### config.mk
export PLATFORM = sky130hd
export DESIGN_NAME = fixed_block_free_list_allocator
export DESIGN_NICKNAME = d
export VERILOG_FILES = /design/src/sv/fbfl_pkg.sv /design/src/sv/fixed_block_free_list_allocator.sv /design/src/sv/fbfl_cell.sv /design/src/sv/fbfl_chain.sv
export VERILOG_INCLUDE_DIRS = /design/src /design/src/sv
export SDC_FILE = /design/constraint.sdc
export NUM_CORES = 2
export LEC_CHECK = 0
export BUFFER_PORTS_ARGS = -buffer_cell sky130_fd_sc_hd__buf_2
export CAP_MARGIN = 20
export CELL_PAD_IN_SITES_DETAIL_PLACEMENT = 1
export CELL_PAD_IN_SITES_GLOBAL_PLACEMENT = 1
export CORE_MARGIN = 2
export CORE_UTILIZATION = 50
export CTS_CLUSTER_DIAMETER = 200
export DETAILED_ROUTE_END_ITERATION = 12
export MAX_ROUTING_LAYER = met4
export PLACE_DENSITY = 0.76
export SYNTH_ARGS = -nofsm -noshare
export SYNTH_HDL_FRONTEND = slang
export SYNTH_SLANG_ARGS = --single-unit
### constraint.sdc
create_clock -name clk -period 6.95 [get_ports clk]
set_input_delay 0.695 -clock clk [delete_from_list [all_inputs] [get_ports clk]]
set_output_delay 0.695 -clock clk [all_outputs]
set_load 0.1 [all_outputs]
### src/sv/fixed_block_free_list_allocator_assert.svh
// Assertion macros for the fixed block free list allocator.
`ifndef FIXED_BLOCK_FREE_LIST_ALLOCATOR_ASSERT_SVH
`define FIXED_BLOCK_FREE_LIST_ALLOCATOR_ASSERT_SVH
`ifndef SYNTH
`define FBFL_ASSERT_IMP(label, ante, cons, msg) \
	label: assert property (@(posedge clk) disable iff (!arst_n) (ante) |-> (cons)) else $error(msg);
`define FBFL_ASSERT_NXT(label, ante, cons, msg) \
	label: assert property (@(posedge clk) disable iff (!arst_n) (ante) |=> (cons)) else $error(msg);
`else
`define FBFL_ASSERT_IMP(label, ante, cons, msg)
`define FBFL_ASSERT_NXT(label, ante, cons, msg)
`endif
`endif

### src/sv/fbfl_pkg.sv
// Shared types and constants of the fixed block free list allocator.
`timescale 1ns / 1ps
package fbfl_pkg;
	localparam int MAX_CHUNK_BLOCKS = 16;
	localparam int MAX_CHUNK_COUNT = 16;
	localparam int HANDLE_W = 8;
	localparam int LINK_W = HANDLE_W + 1;
	localparam int LINK_DEPTH = 1 << HANDLE_W;
	localparam int CFG_W = 5;
	localparam int CFG_IDX_W = 1;
	localparam int CHUNK_CNT_W = 5;
	localparam int NCELL = MAX_CHUNK_BLOCKS;

	localparam logic [CFG_IDX_W-1:0] REG_CHUNK_BLOCKS = 1'b0;
	localparam logic [CFG_IDX_W-1:0] REG_CHUNK_LIMIT = 1'b1;

	typedef enum logic {
		CMD_ALLOC = 1'b0,
		CMD_RELEASE = 1'b1
	} cmd_t;

	typedef struct packed {
		cmd_t command;
		logic handle_present;
		logic [HANDLE_W-1:0] release_handle;
	} req_t;

	typedef struct packed {
		logic granted;
		logic [HANDLE_W-1:0] block_handle;
	} rsp_t;

	typedef struct packed {
		logic valid;
		logic [HANDLE_W-1:0] handle;
	} slot_t;
endpackage

### src/sv/fixed_block_free_list_allocator.sv
// Top level of the fixed block free list allocator.
// A release, or an allocation that fails, gives its result in the cycle after acceptance.
// An allocation from a non-empty list passes through ST_POP, where the registered link memory read becomes the head.
// An allocation that adds a chunk stays in ST_FILL while it links the blocks of the chunk, then gives its result.
// The next request is accepted at the edge that takes a result, so a new request waits for the last one's result.
// Results cannot be stalled; reset empties the list, zeroes the chunk count, sets both registers to 16.
`timescale 1ns / 1ps
`include "fixed_block_free_list_allocator_assert.svh"
module fixed_block_free_list_allocator import fbfl_pkg::*; (
	input logic clk,
	input logic arst_n,
	input logic start,
	input req_t request,
	output logic busy,
	output logic done,
	output rsp_t result,
	input logic cfg_valid,
	output logic cfg_ready,
	input logic [CFG_IDX_W-1:0] cfg_index,
	input logic [CFG_W-1:0] cfg_data
);
	typedef enum logic [1:0] {
		ST_IDLE,
		ST_POP,
		ST_FILL
	} state_t;

	state_t state_q;
	logic [LINK_W-1:0] head_q;
	logic [CHUNK_CNT_W-1:0] chunks_q;
	logic [CFG_W-1:0] bpc_q;
	logic [CFG_W-1:0] limit_q;
	logic done_q;
	rsp_t result_q;
	logic [LINK_W-1:0] link_mem [LINK_DEPTH];
	logic [LINK_W-1:0] link_rd_q;

	logic accept;
	logic head_empty;
	logic [CFG_W-1:0] eff_bpc;
	logic [CFG_W-1:0] eff_limit;
	logic can_add;
	logic [CHUNK_CNT_W+CFG_W-1:0] base_prod;
	logic chain_load;
	slot_t chain_head;
	logic chain_more;
	logic mem_we;
	logic [HANDLE_W-1:0] mem_waddr;

	assign accept = start && (state_q == ST_IDLE);
	assign head_empty = head_q[LINK_W-1];

	always_comb begin
		if (bpc_q == '0) begin
			eff_bpc = CFG_W'(1);
		end else if (bpc_q > CFG_W'(MAX_CHUNK_BLOCKS)) begin
			eff_bpc = CFG_W'(MAX_CHUNK_BLOCKS);
		end else begin
			eff_bpc = bpc_q;
		end
		if (limit_q > CFG_W'(MAX_CHUNK_COUNT)) begin
			eff_limit = CFG_W'(MAX_CHUNK_COUNT);
		end else begin
			eff_limit = limit_q;
		end
	end

	assign can_add = CFG_W'(chunks_q) < eff_limit;
	assign base_prod = (CHUNK_CNT_W+CFG_W)'(chunks_q) * (CHUNK_CNT_W+CFG_W)'(eff_bpc);
	assign chain_load = accept && (request.command == CMD_ALLOC) && head_empty && can_add;

	fbfl_chain u_chain (
		.clk(clk),
		.arst_n(arst_n),
		.load(chain_load),
		.shift(state_q == ST_FILL),
		.base(base_prod[HANDLE_W-1:0]),
		.count(eff_bpc),
		.head(chain_head),
		.more(chain_more)
	);

	assign mem_we = (state_q == ST_FILL) ||
		(accept && (request.command == CMD_RELEASE) && request.handle_present);
	assign mem_waddr = (state_q == ST_FILL) ? chain_head.handle : request.release_handle;

	always_ff @(posedge clk) begin
		if (mem_we) begin
			link_mem[mem_waddr] <= head_q;
		end
		link_rd_q <= link_mem[head_q[HANDLE_W-1:0]];
	end

	always_ff @(posedge clk or negedge arst_n) begin
		if (!arst_n) begin
			state_q <= ST_IDLE;
			head_q <= {1'b1, {HANDLE_W{1'b0}}};
			chunks_q <= '0;
			bpc_q <= CFG_W'(16);
			limit_q <= CFG_W'(16);
			done_q <= 1'b0;
			result_q <= '0;
		end else begin
			done_q <= 1'b0;
			if (cfg_valid && cfg_ready) begin
				case (cfg_index)
					REG_CHUNK_BLOCKS: bpc_q <= cfg_data;
					REG_CHUNK_LIMIT: limit_q <= cfg_data;
					default: ;
				endcase
			end
			case (state_q)
				ST_IDLE: begin
					if (start) begin
						if (request.command == CMD_ALLOC) begin
							if (!head_empty) begin
								result_q.block_handle <= head_q[HANDLE_W-1:0];
								state_q <= ST_POP;
							end else if (can_add) begin
								chunks_q <= chunks_q + CHUNK_CNT_W'(1);
								state_q <= ST_FILL;
							end else begin
								done_q <= 1'b1;
								result_q.granted <= 1'b0;
								result_q.block_handle <= '0;
							end
						end else begin
							done_q <= 1'b1;
							result_q.granted <= 1'b1;
							if (request.handle_present) begin
								head_q <= {1'b0, request.release_handle};
								result_q.block_handle <= request.release_handle;
							end else begin
								result_q.block_handle <= '0;
							end
						end
					end
				end
				ST_POP: begin
					head_q <= link_rd_q;
					done_q <= 1'b1;
					result_q.granted <= 1'b1;
					state_q <= ST_IDLE;
				end
				ST_FILL: begin
					if (chain_more) begin
						head_q <= {1'b0, chain_head.handle};
					end else begin
						done_q <= 1'b1;
						result_q.granted <= 1'b1;
						result_q.block_handle <= chain_head.handle;
						state_q <= ST_IDLE;
					end
				end
				default: state_q <= ST_IDLE;
			endcase
		end
	end

	assign busy = (state_q != ST_IDLE);
	assign done = done_q;
	assign result = result_q;
	assign cfg_ready = 1'b1;

	`FBFL_ASSERT_IMP(a_fill_has_handle, state_q == ST_FILL, chain_head.valid, "Refill step without a pending handle.")
	`FBFL_ASSERT_IMP(a_fail_only_exhausted, done_q && !result_q.granted, head_empty && !can_add, "Allocation refused while space remained.")
	`FBFL_ASSERT_NXT(a_pop_completes, state_q == ST_POP, state_q == ST_IDLE && done_q, "Pop did not complete in one cycle.")
	`FBFL_ASSERT_NXT(a_release_links, accept && request.command == CMD_RELEASE && request.handle_present, !head_q[LINK_W-1] && done_q, "Release did not make the list non-empty.")
	`FBFL_ASSERT_IMP(a_chunks_bounded, 1'b1, chunks_q <= CHUNK_CNT_W'(MAX_CHUNK_COUNT), "Chunk count beyond its maximum.")
endmodule

### src/sv/fbfl_cell.sv
// One cell of the chunk refill chain, holding one pending block handle.
`timescale 1ns / 1ps
module fbfl_cell import fbfl_pkg::*; (
	input logic clk,
	input logic arst_n,
	input logic load,
	input logic shift,
	input slot_t load_slot,
	input slot_t nbr,
	output slot_t slot
);
	logic valid_q;
	logic [HANDLE_W-1:0] handle_q;

	always_ff @(posedge clk or negedge arst_n) begin
		if (!arst_n) begin
			valid_q <= 1'b0;
		end else if (load) begin
			valid_q <= load_slot.valid;
		end else if (shift) begin
			valid_q <= nbr.valid;
		end
	end

	always_ff @(posedge clk) begin
		if (load) begin
			handle_q <= load_slot.handle;
		end else if (shift) begin
			handle_q <= nbr.handle;
		end
	end

	assign slot.valid = valid_q;
	assign slot.handle = handle_q;
endmodule

### src/sv/fbfl_chain.sv
// Row of refill cells that feeds the handles of a new chunk to the list, lowest slot first.
`timescale 1ns / 1ps
module fbfl_chain import fbfl_pkg::*; (
	input logic clk,
	input logic arst_n,
	input logic load,
	input logic shift,
	input logic [HANDLE_W-1:0] base,
	input logic [CFG_W-1:0] count,
	output slot_t head,
	output logic more
);
	slot_t slots [NCELL+1];

	assign slots[NCELL] = '0;

	for (genvar i = 0; i < NCELL; i++) begin : g_cell
		slot_t init;
		assign init.valid = CFG_W'(i) < count;
		assign init.handle = base + HANDLE_W'(i);
		fbfl_cell u_cell (
			.clk(clk),
			.arst_n(arst_n),
			.load(load),
			.shift(shift),
			.load_slot(init),
			.nbr(slots[i+1]),
			.slot(slots[i])
		);
	end

	assign head = slots[0];
	assign more = slots[1].valid;
endmodule

==> summary.txt <==
Global route
  • Remaining Overflow, GRT: 0
  • Met3 Usage GRT: 3.71%
  • Global-route wire length before repair: around 370 mm
  • GRT Max-Usage Layer: met2
  • Tot GR Track Use: 25.9%
  • Met1 usage: roughly a third
  • Vias in the first global route: 52500
  • Met2 Usage GRT: about two fifths
  • Initial antenna violation count: 5
  • Largest net degree at the start of global routing: 151

Route
  • Vias per cell: 6.32
  • Final wirelength: 250 mm
  • Routed len/inst: 31.2 um
  • Residual DRC: 0
  • Starting DRT DRC Count: 6169
  • Post-route ant nets: 0
  • Total number of vias: 50600
  • First drt pass iteration count: 6

Die
  • Core box area: roughly 200000 um^2
  • Die area: between 200000 and 250000 um^2
  • Die H: 448 um
  • Die W: 448 um
  • Starting density of the core: 50.2%
  • FP Rows: 163
  • Top Ports: 32

Cells and area
  • Fillers: 17300
  • NumNets Final: 5236
  • Final Util: 55.6%
  • Fin area: 109000 um^2
  • Syn-to-layout area delta: 10.8%
  • Share of layout cells above drive strength 1: 19.0%

Timing
  • Setup Skew: 0.0320 ns
  • Fin. max-slew vios: 0
  • Min Tclk post-route: 5.24 ns
  • Worst slew pin tran: 1.23 ns
  • Final worst slack: 1.71 ns
  • Slew headroom: 17.2%
  • Final period utilization: 75.4%
  • Final setup viols: 0
  • Setup TNS: 0 ns
  • RSZ-0062 raised after global routing: no
  • Max frequency: 0.191 GHz
  • Final Hold Fails: 0

Clocking
  • Clock Path Buffers: 3
  • CTS tree: built
  • Post-CTS Setup Repair Bufs: 0
  • Clk slew on worst S/H paths: approximately 0.07 ns
  • H-Tree Depth: 4
  • Clock sinks: 2492
  • Clock latency on the worst-skew pair: ~0.86 ns
  • Clk root buf: clkbuf_16
  • Clock buffer count from CTS: roughly 240

Worst setup path
  • Arr. time, crit path: around 5.8 ns
  • Max FO, Critical Path: 24
  • R2R setup slack: 1.71 ns
  • Crit Reg-Reg Startpoint: bpc_q[2]$_DFFE_PN0P_
  • Critical path destination: u_chain.g_cell[13].u_cell.handle_q[7]$_DFFE_PP_
  • CP Capture Type: flip-flop
  • Critical R2R Capture: u_chain.g_cell[13].u_cell.handle_q[7]$_DFFE_PP_
  • CP Class: reg -> reg
  • Worst R2R Path Depth: 15
  • Worst setup SP type: flip-flop
  • CP startpoint: bpc_q[2]$_DFFE_PN0P_
  • Critical Path RT: 7.52 ns

Placed design
  • Pre-CTS setup slack: 1.73 ns
  • Final HPWL DP: roughly 150 mm
  • Area after DPL: 102000 um^2
  • Port Buffer Count: 30
  • GPL Wtd Cong: 0.844

Pwr
  • Leakage: 34.3 nW
  • PD cells: 406 nW/um^2
  • Worst ir drop on vdd: 0.418 mV
  • Final Power: roughly 0.044 W

Synthesis
  • Distinct cells, synth: 76
  • Number of flops mapped to enable cells by yosys: 2432
  • Yosys Warn Count: 0
  • Largest area contributor in the netlist: edfxtp_1
  • Mapped Cells: 5103
  • Seq/Total Area, Yosys: 75.5%
  • Post-synth ARST share: 2.05%
  • Post-synthesis register bit count: 2492
  • Syn Nets: 5169
  • Cell Area, Synth: 98600 um^2
  • Top cell type's share of synthesized area: ~74%
  • Top_reg_cell synth: edfxtp_1
  • Synth area leaders: edfxtp_1 (74%), mux4_2 (11%), mux2i_1 (1.7%)
  • Average size of a mapped cell: about 19 um^2

Run
  • Max_cap viols: 0

Outcome
  • Status: complete, no violations

Min path
  • Hold WC Path Type: in -> reg
## cell usage after synthesis (22+ instances only)
master    instances
buf_6            39
o22ai_1          71
nand2b_1         22
edfxtp_1       2432
xnor2_1          34
a21o_1           24
buf_2            55
dfrtp_1          48
a22oi_1          62
mux2i_1         165
nand2_1         229
nor2b_1          38
o21ai_1          61
buf_1            24
ha_1             38
a221oi_1         76
o21ai_0          72
a211oi_1         48
o221ai_1         45
mux4_2          484
buf_4            30
inv_1            28
a21oi_1          86
xor2_1           42
clkbuf_1        178
a22o_1           69
nor3_1           44
nor2_1          338
## final cells by class
cell class	count	area (um^2)	share of cell area [%]
diodes	4	10.0	0.00916
clock buffers	307	6350	5.82
clock inverters	136	1180	1.08
inverters	30	113	0.103
multi-input cells	2254	22400	20.5
flip-flops and latches	2492	74500	68.2
well taps	2640	3300	3.02
repair buffers	151	1330	1.21
## stage by stage
stage / cells / hold slack [ns]
2_1_floorplan: 5103 / 0.399
3_3_place_gp: 7560 / 0.497
3_5_place_dp: 7562 / 0.505
4_1_cts: 8006 / 0.0288
5_1_grt: 8014 / 0.0662
6_report: 8014 / 0.0843
## critical path, cell delays in order (launching register included)
cell	delay, ns
dfrtp_1	0.63
nor2b_1	0.29
nand2_1	0.12
fa_1	0.59
fa_1	0.45
fa_1	0.50
inv_1	0.04
ha_1	0.34
xor2_2	0.18
buf_4	0.34
ha_1	0.68
a21oi_1	0.16
o21ai_0	0.20
nand3_1	0.14
xor2_1	0.18
o21ai_1	0.08
## registers in the layout, summed over array words and instances, names as in the netlist
| register | cells |
|---|---|
| link_mem | 2304 |
| u_chain.g_cell.u_cell.handle_q | 128 |
| u_chain.g_cell.u_cell.valid_q | 15 |
| head_q | 9 |
| link_rd_q | 9 |
| result | 9 |
| bpc_q | 5 |
| chunks_q | 5 |
| limit_q | 5 |
| state_q | 2 |
| done | 1 |
## layer usage
layer	vias up	part of all wire, %
li1	21000	-
met1	26900	40
met2	2294	49
met3	456	7.5
met4	0	3.7
met5	-	0
## worst min path at each step
stage                                                                from                                               to  slack (ns)  cells after the start
after floorplan                                                    arst_n                             bpc_q[0]$_DFFE_PN0P_        0.40                      0
after global placement    u_chain.g_cell[11].u_cell.handle_q[3]$_DFFE_PP_  u_chain.g_cell[10].u_cell.handle_q[3]$_DFFE_PP_        0.50                      2
after detailed placement                           limit_q[2]$_DFFE_PN0P_                           limit_q[2]$_DFFE_PN0P_        0.51                      1
after CTS                                                     cfg_data[0]                           limit_q[0]$_DFFE_PN0P_        0.03                      2
after global routing                                          cfg_data[4]                           limit_q[4]$_DFFE_PN1P_        0.07                      2
final                                                         cfg_data[0]                           limit_q[0]$_DFFE_PN0P_        0.08                      2
## cells by family after synthesis
family | count (synthesis) | share of synthesized area (%)
DFF | 2492 | 75.5
AOI/OAI and AO/OA | 703 | 5.02
xor gates and xnor gates | 76 | 0.675
muxes | 660 | 12.9
other | 1 | 0.00380
and+or+nand+nor | 768 | 3.42
adders and majority gates | 46 | 0.644
buffers and inverters | 357 | 1.85
## timing repair
| action | CTS | global route |
|---|---|---|
| hold buffers | 1 | 0 |
| resized for setup | 0 | 0 |
| hold endpoints to repair | 48 | 0 |
## cells in the final DEF (no fill, tap or decap), drive strengths merged, types with 22 or more instances in the layout
cell type,netlist,routed
a211oi,48,48
a21o,24,24
a21oi,86,86
a221oi,76,76
a22o,69,69
a22oi,62,62
buf,149,149
clkbuf,178,307
clkinv,2,102
dfrtp,48,48
edfxtp,2432,2432
ha,38,38
inv,28,39
mux2i,165,165
mux4,484,484
nand2,229,229
nand2b,22,22
nor2,341,341
nor2b,38,38
nor3,44,44
o21ai,134,134
o221ai,45,45
o22ai,71,71
xnor2,34,34
xor2,42,42
## where the power goes
group          internal [W]  total [W]  switching, W  leakage [nW]
Clock               0.00709     0.0127       0.00557          3.68
Combinational       0.00432     0.0125       0.00815          7.90
Sequential           0.0186     0.0192      0.000606          22.8
Total                0.0300     0.0443        0.0143          34.3
Note: power is estimated with default switching activity, not from simulation.
